File: src/sv/lfbc_pkg.sv
`timescale 1ns / 1ps
// shared types, constants and crc function for the link frame block crc checker
package lfbc_pkg;

   localparam int MAX_FRAME_BYTES    = 292;
   localparam int HEADER_BLOCK_BYTES = 8;
   localparam int DATA_BLOCK_BYTES   = 16;

   // reflected form of polynomial 0x3D65
   localparam logic [15:0] CRC_POLY_REFLECTED = 16'hA6BC;

   // result kinds
   localparam logic [1:0] KIND_PAYLOAD    = 2'd0;
   localparam logic [1:0] KIND_CHECK_OK   = 2'd1;
   localparam logic [1:0] KIND_CHECK_FAIL = 2'd2;
   localparam logic [1:0] KIND_DISCARD    = 2'd3;

   typedef struct packed {
      logic [7:0] data_byte;
      logic       frame_start;
      logic [8:0] frame_length;
   } req_type;

   typedef struct packed {
      logic [7:0] out_byte;
      logic [1:0] kind;
      logic       frame_end;
      logic       frame_ok;
   } rsp_type;

   // one byte through the reflected crc, lsb first
   function automatic logic [15:0] crc16_byte(input logic [15:0] crc, input logic [7:0] data);
      logic [15:0] c;
      c = crc ^ {8'h00, data};
      for (int b = 0; b < 8; b++) begin
         if (c[0]) begin
            c = (c >> 1) ^ CRC_POLY_REFLECTED;
         end else begin
            c = c >> 1;
         end
      end
      return c;
   endfunction

endpackage

File: src/sv/lfbc_frame_fsm.sv
`timescale 1ns / 1ps
// frame state, block sequencing and block check for one byte per step
module lfbc_frame_fsm
   import lfbc_pkg::*;
(
   input  logic    clock,
   input  logic    reset,
   input  logic    step_en,
   input  req_type item,
   output rsp_type result
);

   localparam logic [1:0] PHASE_DATA    = 2'd0;
   localparam logic [1:0] PHASE_LOW     = 2'd1;
   localparam logic [1:0] PHASE_HIGH    = 2'd2;
   localparam logic [1:0] PHASE_DISCARD = 2'd3;

   localparam logic [8:0] MIN_LEN      = 9'(HEADER_BLOCK_BYTES + 2);
   localparam logic [8:0] MAX_LEN      = 9'(MAX_FRAME_BYTES);
   localparam logic [8:0] LAST_BLK_MAX = 9'(DATA_BLOCK_BYTES + 2);
   localparam logic [4:0] HDR_LEN      = 5'(HEADER_BLOCK_BYTES);
   localparam logic [4:0] DATA_LEN     = 5'(DATA_BLOCK_BYTES);

   logic [15:0] crc_ff, crc_in;
   logic [4:0]  pos_ff, pos_in;
   logic [4:0]  len_ff, len_in;
   logic [8:0]  rem_ff, rem_in;
   logic [1:0]  phase_ff, phase_in;
   logic        lcm_ff, lcm_in;
   logic        fail_ff, fail_in;

   logic [15:0] check;
   logic [8:0]  after;
   logic [8:0]  after_m2;
   logic [4:0]  pos_inc;
   logic        update;

   always_comb begin
      // frame start reloads everything before the byte is handled
      crc_in   = crc_ff;
      pos_in   = pos_ff;
      len_in   = len_ff;
      rem_in   = rem_ff;
      phase_in = phase_ff;
      lcm_in   = lcm_ff;
      fail_in  = fail_ff;
      if (item.frame_start) begin
         crc_in   = '0;
         pos_in   = '0;
         len_in   = HDR_LEN;
         lcm_in   = 1'b0;
         fail_in  = 1'b0;
         phase_in = PHASE_DATA;
         rem_in   = item.frame_length;
         if (item.frame_length < MIN_LEN || item.frame_length > MAX_LEN) begin
            phase_in = PHASE_DISCARD;
            fail_in  = 1'b1;
            if (item.frame_length == 9'd0) begin
               rem_in = 9'd1;
            end
         end
      end

      check    = ~crc_in;
      after    = rem_in - 9'd1;
      after_m2 = after - 9'd2;
      pos_inc  = pos_in + 5'd1;
      update   = (rem_in != 9'd0);

      result.out_byte  = item.data_byte;
      result.kind      = KIND_DISCARD;

      unique case (phase_in)
         PHASE_DATA: begin
            crc_in      = crc16_byte(crc_in, item.data_byte);
            result.kind = KIND_PAYLOAD;
            pos_in      = pos_inc;
            if (pos_inc >= len_in) begin
               phase_in = PHASE_LOW;
            end
         end
         PHASE_LOW: begin
            if (item.data_byte == check[7:0]) begin
               lcm_in      = 1'b1;
               result.kind = KIND_CHECK_OK;
               phase_in    = PHASE_HIGH;
            end else begin
               lcm_in      = 1'b0;
               result.kind = KIND_CHECK_FAIL;
               fail_in     = 1'b1;
               phase_in    = PHASE_DISCARD;
            end
         end
         PHASE_HIGH: begin
            if (lcm_in && item.data_byte == check[15:8]) begin
               result.kind = KIND_CHECK_OK;
               crc_in      = '0;
               pos_in      = '0;
               lcm_in      = 1'b0;
               if (after == 9'd0) begin
                  phase_in = PHASE_DATA;
               end else if (after <= 9'd2) begin
                  // one or two stray bytes after a block
                  phase_in = PHASE_DISCARD;
                  fail_in  = 1'b1;
               end else begin
                  phase_in = PHASE_DATA;
                  len_in   = (after <= LAST_BLK_MAX) ? after_m2[4:0] : DATA_LEN;
               end
            end else begin
               result.kind = KIND_CHECK_FAIL;
               fail_in     = 1'b1;
               phase_in    = PHASE_DISCARD;
            end
         end
         default: begin
            result.kind = KIND_DISCARD;
         end
      endcase

      rem_in           = after;
      result.frame_end = update && (after == 9'd0);
      result.frame_ok  = update && (after == 9'd0) && !fail_in;
      if (!update) begin
         // byte outside any frame
         result.kind = KIND_DISCARD;
      end
   end

   always_ff @(posedge clock) begin
      if (reset) begin
         crc_ff   <= '0;
         pos_ff   <= '0;
         len_ff   <= HDR_LEN;
         rem_ff   <= '0;
         phase_ff <= PHASE_DATA;
         lcm_ff   <= 1'b0;
         fail_ff  <= 1'b0;
      end else if (step_en && update) begin
         crc_ff   <= crc_in;
         pos_ff   <= pos_in;
         len_ff   <= len_in;
         rem_ff   <= rem_in;
         phase_ff <= phase_in;
         lcm_ff   <= lcm_in;
         fail_ff  <= fail_in;
      end
   end

   // in the data phase the block is never already complete
   a_pos_below_len: assert property (@(posedge clock) disable iff (reset)
      phase_ff == PHASE_DATA |-> pos_ff < len_ff)
      else $error("block position reached block length in data phase");

   // a failed check marks the frame failed
   a_fail_sticks: assert property (@(posedge clock) disable iff (reset)
      step_en && result.kind == KIND_CHECK_FAIL |=> fail_ff)
      else $error("check failure did not mark frame failed");

   // frame_ok only with frame_end
   a_ok_with_end: assert property (@(posedge clock) disable iff (reset)
      step_en && result.frame_ok |-> result.frame_end && result.kind != KIND_CHECK_FAIL)
      else $error("frame_ok without clean frame end");

endmodule

File: config.mk
export PLATFORM = sky130hd
export DESIGN_NAME = lfbc_frame_fsm
export DESIGN_NICKNAME = d
export VERILOG_FILES = /design/src/sv/lfbc_pkg.sv /design/src/sv/lfbc_frame_fsm.sv
export SDC_FILE = /design/constraint.sdc
export NUM_CORES = 1
export LEC_CHECK = 0
export ABC_CLOCK_PERIOD_IN_PS = 10570
export BUFFER_PORTS_ARGS = -buffer_cell sky130_fd_sc_hd__buf_2
export CAP_MARGIN = 40
export CORE_MARGIN = 8
export CORE_UTILIZATION = 45
export CTS_BUF_LIST = sky130_fd_sc_hd__clkbuf_16
export DETAILED_ROUTE_END_ITERATION = 16
export SLEW_MARGIN = 20
export SYNTH_ARGS = -nofsm -noshare
export SYNTH_HDL_FRONTEND = slang
export SYNTH_SLANG_ARGS = --single-unit
File: constraint.sdc
create_clock -name clock -period 10.57 [get_ports clock]
set_input_delay 2.114 -clock clock [delete_from_list [all_inputs] [get_ports clock]]
set_output_delay 2.114 -clock clock [all_outputs]
set_load 0.01 [all_outputs]
# After elaboration in Yosys (flattened, before gate mapping)
# Cells that the tools add are included.
[word_totals]
elab_cells = 92
reg_bits = 39
output_inout_bits = 12
in_bits = 21
[op_classes]
muxes = 53
add_sub_neg = 3
eq_ne = 4
bitwise_logic = 10
magnitude_cmp = 5
n_reduce_logical = 10
[op_table]
columns = ["op", "n"]
rows = [
  ["16-bit 2-to-1 mux", 17],
  ["8-bit inverter with 9-bit output", 8],
  ["5-bit 2-to-1 mux", 8],
  ["16-bit one-hot mux with 2 select lines", 1],
  ["9-bit 2-to-1 mux", 3],
  ["9-bit logical NOT", 2],
  ["2-bit 2-to-1 mux", 9],
  ["8-bit equality test", 2],
  ["16-bit inverter", 1],
  ["16-bit by 8-bit bitwise XOR with 16-bit output", 1],
  ["2-bit one-hot mux with 3 select lines", 2],
  ["1-bit 2-to-1 mux", 10],
  ["5-bit one-hot mux with 2 select lines", 1],
  ["9-bit > comparator (second input constant)", 1],
  ["9-bit by 2-bit <= comparator with 1-bit output (second input constant)", 1],
  ["9-bit by 5-bit <= comparator with 1-bit output (second input constant)", 1],
  ["9-bit by 4-bit less-than comparator with 1-bit output (second input constant)", 1],
  ["9-bit nonzero test", 1],
  ["9-bit by 1-bit subtractor with 9-bit output (second input constant)", 1],
  ["5-bit by 1-bit adder with 5-bit output (second input constant)", 1],
  ["5-bit greater-or-equal comparator", 1],
  ["5-bit by 2-bit subtractor with 5-bit output (second input constant)", 1],
  ["1-bit logical AND", 4],
  ["1-bit one-hot mux with 2 select lines", 2],
  ["5 further kinds", 5],
]

# Depth between registers and ports, before layout
[logic_depth]
word_depth = 27
depth_mapped = 17
mapped_depth_nobuf = 12

# Least setup slack after synthesis
# OpenSTA, ideal clock, no wires.
[synth_timing]
path_type = "input -> output"
start = "in item[9] in the netlist's numbering"
end = "out result[0] in the netlist's numbering"
n_path_buf = 5
t_arrival_ps = 5515
path_slack_ps = 2941
required_ps = 8456
stages = 13
path_cell_list = "buf_6 > buf_2 > buf_1 > clkbuf_1 > buf_1 > mux2i_1 > ha_1 > o211ai_1 > xor2_1 > a2111o_1 > or3_1 > nor3_2 > o221a_1"
[synth_rtl]
columns = ["element", "line", "source"]
rows = [
  ["start: declaration", "lfbc_frame_fsm.sv:9", "input req_type item,"],
  ["end: declaration", "lfbc_frame_fsm.sv:10", "output rsp_type result"],
]

==> flow_metrics.env <==
export IMPL_max_slew_margin_rel_pct=47.7
export IMPL_slew_violations=0
export IMPL_fp_dieH_um=108
export IMPL_max_stage_delay_ns=0.53
export IMPL_grt_pass1_vias=3171
export IMPL_placed_area_um2=3910
export IMPL_dpl_cell_count=575
export IMPL_ys_seq_elements=39
export IMPL_drc_errors=0
export IMPL_rrSetupSlack_ns=7.48
export IMPL_instances_no_fill=583
export IMPL_postCtsSetupBuffers=0
export IMPL_worst_slew_pin_slew_ns=0.784
export IMPL_worstRegToRegCells=11
export IMPL_max_freq_mhz=132
export IMPL_grt_start_max_net_pins=61
export IMPL_skew_ns=0.00554
export IMPL_cp_depth=15
export IMPL_use_met2_pct=29.1
export IMPL_place_congestion=0.905
export IMPL_cts_inserted_buffers=5
export IMPL_hold_start="rem_ff[8]$_SDFFE_PP0P_"
export IMPL_cts_buffer_depth=2
export IMPL_clkTransAtPathRegs_ns=0.06
export IMPL_use_met3_pct=2.57
export IMPL_dieArea_um2=11600
export IMPL_insertion_delay_ns=0.28
export IMPL_ys_warn_count=0
export IMPL_core_um2=8180
export IMPL_status="complete, no violations"
export IMPL_drt_vias_per_instance=5.72
export IMPL_drv_cap=0
export IMPL_dr_pass1_iters=5
export IMPL_cts_max_level=2
export IMPL_antenna_found_initial=0
export IMPL_rsz0062_at_grt="false"
export IMPL_hp_class="reg -> reg"
export IMPL_post_route_period_util_pct=71.7
export IMPL_synthArstFlopShare_pct=0
export IMPL_start_kind="input pin"
export IMPL_holdPathStages=2
export IMPL_track_usage_pct=17.4
export IMPL_slowest_stage="buf_4"
export IMPL_post_dp_hpwl_um=7230
export IMPL_min_period_ns=7.58
export IMPL_hold_buffers=0
export IMPL_reg2reg_from="rem_ff[0]$_SDFFE_PP0P_"
export IMPL_io_pins=33
export IMPL_r2r_end="len_ff[2]$_SDFFE_PP0P_"
export IMPL_drive_gt1_share_pct=13.0
export IMPL_synth_edf_count=0
export IMPL_avgSynthCellArea_um2=8.01
export IMPL_setup_viol=0
export IMPL_rows=33
export IMPL_initial_core_util_pct=46.2
export IMPL_crit_family="simple AND/OR/NAND/NOR gates"
export IMPL_ys_types=73
export IMPL_crit_chain="buf_2, buf_4, nand2b_1, a21oi_1, nor2_1, inv_1, ha_1, xor2_1, ha_1, a21o_1, nand3_1, nor4_1, nor3_1, o221a_1, buf_2"
export IMPL_synth_ff_type="dfxtp_1"
export IMPL_utilization_pct=49.5
export IMPL_grt_ovfl_total=0
export IMPL_clockRootBuffer="clkbuf_16"
export IMPL_crit_arrival_ns=5.46
export IMPL_syn_num_nets=509
export IMPL_crit_type="in -> out"
export IMPL_die_x_um=108
export IMPL_power_leakage_uw=0.00152
export IMPL_port_buffer_count=32
export IMPL_layout_nets=514
export IMPL_ir_drop_mv=0.0741
export IMPL_first_iter_violations=210
export IMPL_cp_buffers_inverters=4
export IMPL_gr_max_usage_layer="met2"
export IMPL_crit_required_ns=8.46
export IMPL_cts_resized=0
export IMPL_met1_usage_pct=22.6
export IMPL_final_cell_mix="xnor2_1 (45), nor2_1 (41), nand2_1 (41)"
export IMPL_finalSetupTns_ns=0
export IMPL_layout_cells_most_common="xnor2_1"
export IMPL_ys_seq_area_share_pct=20.7
export IMPL_syn_area_um2=3780
export IMPL_cp_max_fo=60
export IMPL_wl_per_cell_um=17.2
export IMPL_cts_sinks=39
export IMPL_grt_pass1_wl_um=16300
export IMPL_cts_tree="yes"
export IMPL_whs_endpoint="rem_ff[8]$_SDFFE_PP0P_"
export IMPL_final_cell_area_um2=4050
export IMPL_critPathCaptureType="primary output"
export IMPL_postRouteAntennaNets=0
export IMPL_hold_violations=0
export IMPL_routed_wl_um=10000
export IMPL_vias=3337
export IMPL_n_antenna_cell=0
export IMPL_power_density_nw_per_um2=151
export IMPL_synth_cells=472
export IMPL_area_growth_pct=7.08
[registers in the layout, indices dropped and copies added, names as in the netlist]
register,count
pos_ff,5
fail_ff,1
rem_ff,9
crc_ff,16
len_ff,5
lcm_ff,1
phase_ff,2
[worst max-delay path by stage]
stage,endpoint,from
floorplan,result[0],item[9]
global placement,result[0],item[9]
detailed placement,result[0],item[9]
CTS,result[0],item[9]
global route,result[0],item[9]
finish,result[0],item[9]
[kinds of logic after synthesis]
family | after synthesis | share of synthesized area [%]
AOI/OAI and AO/OA | 125 | 22.6
xor gates and xnor gates | 74 | 20.5
adders and majority gates | 16 | 5.30
buffers and inverters | 63 | 7.61
DFF | 39 | 20.7
muxes | 7 | 1.89
and+or+nand+nor | 148 | 21.5
[metrics by stage]
stage / total power (µW) / hold slack, ns / setup slack [ns]
after detailed placement: 465 / 0.455 / 3.05
final: 613 / 0.456 / 2.99
after global routing: 647 / 0.494 / 2.69
after CTS: 617 / 0.461 / 3.04
after global placement: 465 / 0.449 / 3.19
after floorplan: 410 / 0.436 / 2.94
[Yosys cell counts (5+ instances only)]
library cell / n / area [µm²]
ha_1: 16 / 200
nand3_1: 9 / 45.0
o32ai_1: 9 / 78.8
buf_2: 6 / 30.0
o21ai_0: 16 / 80.1
nor4bb_1: 7 / 70.1
o211ai_1: 21 / 158
inv_1: 24 / 90.1
clkbuf_1: 16 / 60.1
a21oi_1: 28 / 140
dfxtp_1: 39 / 781
nor2_1: 41 / 154
a21o_1: 5 / 37.5
buf_4: 9 / 67.6
nor2b_1: 7 / 43.8
xnor2_1: 45 / 394
nand2_1: 41 / 154
nor3_1: 5 / 25.0
xor2_1: 18 / 158
o31ai_1: 6 / 45.0
nor4_1: 6 / 37.5
mux2i_1: 6 / 60.1
a31oi_1: 10 / 62.6
[worst register-to-register path: cells and delay by family (launching register included)]
kind	cells	cell delay [ns]
and+or+nand+nor	4	0.84
xor gates and xnor gates	1	0.44
AOI/OAI and AO/OA	2	0.48
buffers and inverters	2	0.18
DFF	1	0.45
adders and majority gates	2	0.61
[where the power goes]
part | internal [µW] | switching [µW]
Clock | 85.9 | 61.8
Sequential | 158 | 16.2
Combinational | 135 | 155
[per-layer routing]
| metal | routed length, µm | share of wire, % |
|---|---|---|
| met5 | 0 | 0 |
| met4 | 129 | 1.3 |
| met3 | 477 | 4.8 |
| met2 | 4730 | 47 |
| met1 | 4680 | 47 |
[area by class of cell]
type	instances	area (µm²)
Clock buffer	5	125
Inverter	25	93.8
Clock inverter	3	15.0
Tap cell	105	131
Fill cell	817	4130
Sequential cell	39	781
Multi-Input combinational cell	370	2710
Timing Repair Buffer	36	190
No activity file was read; power rests on OpenSTA's default activity.
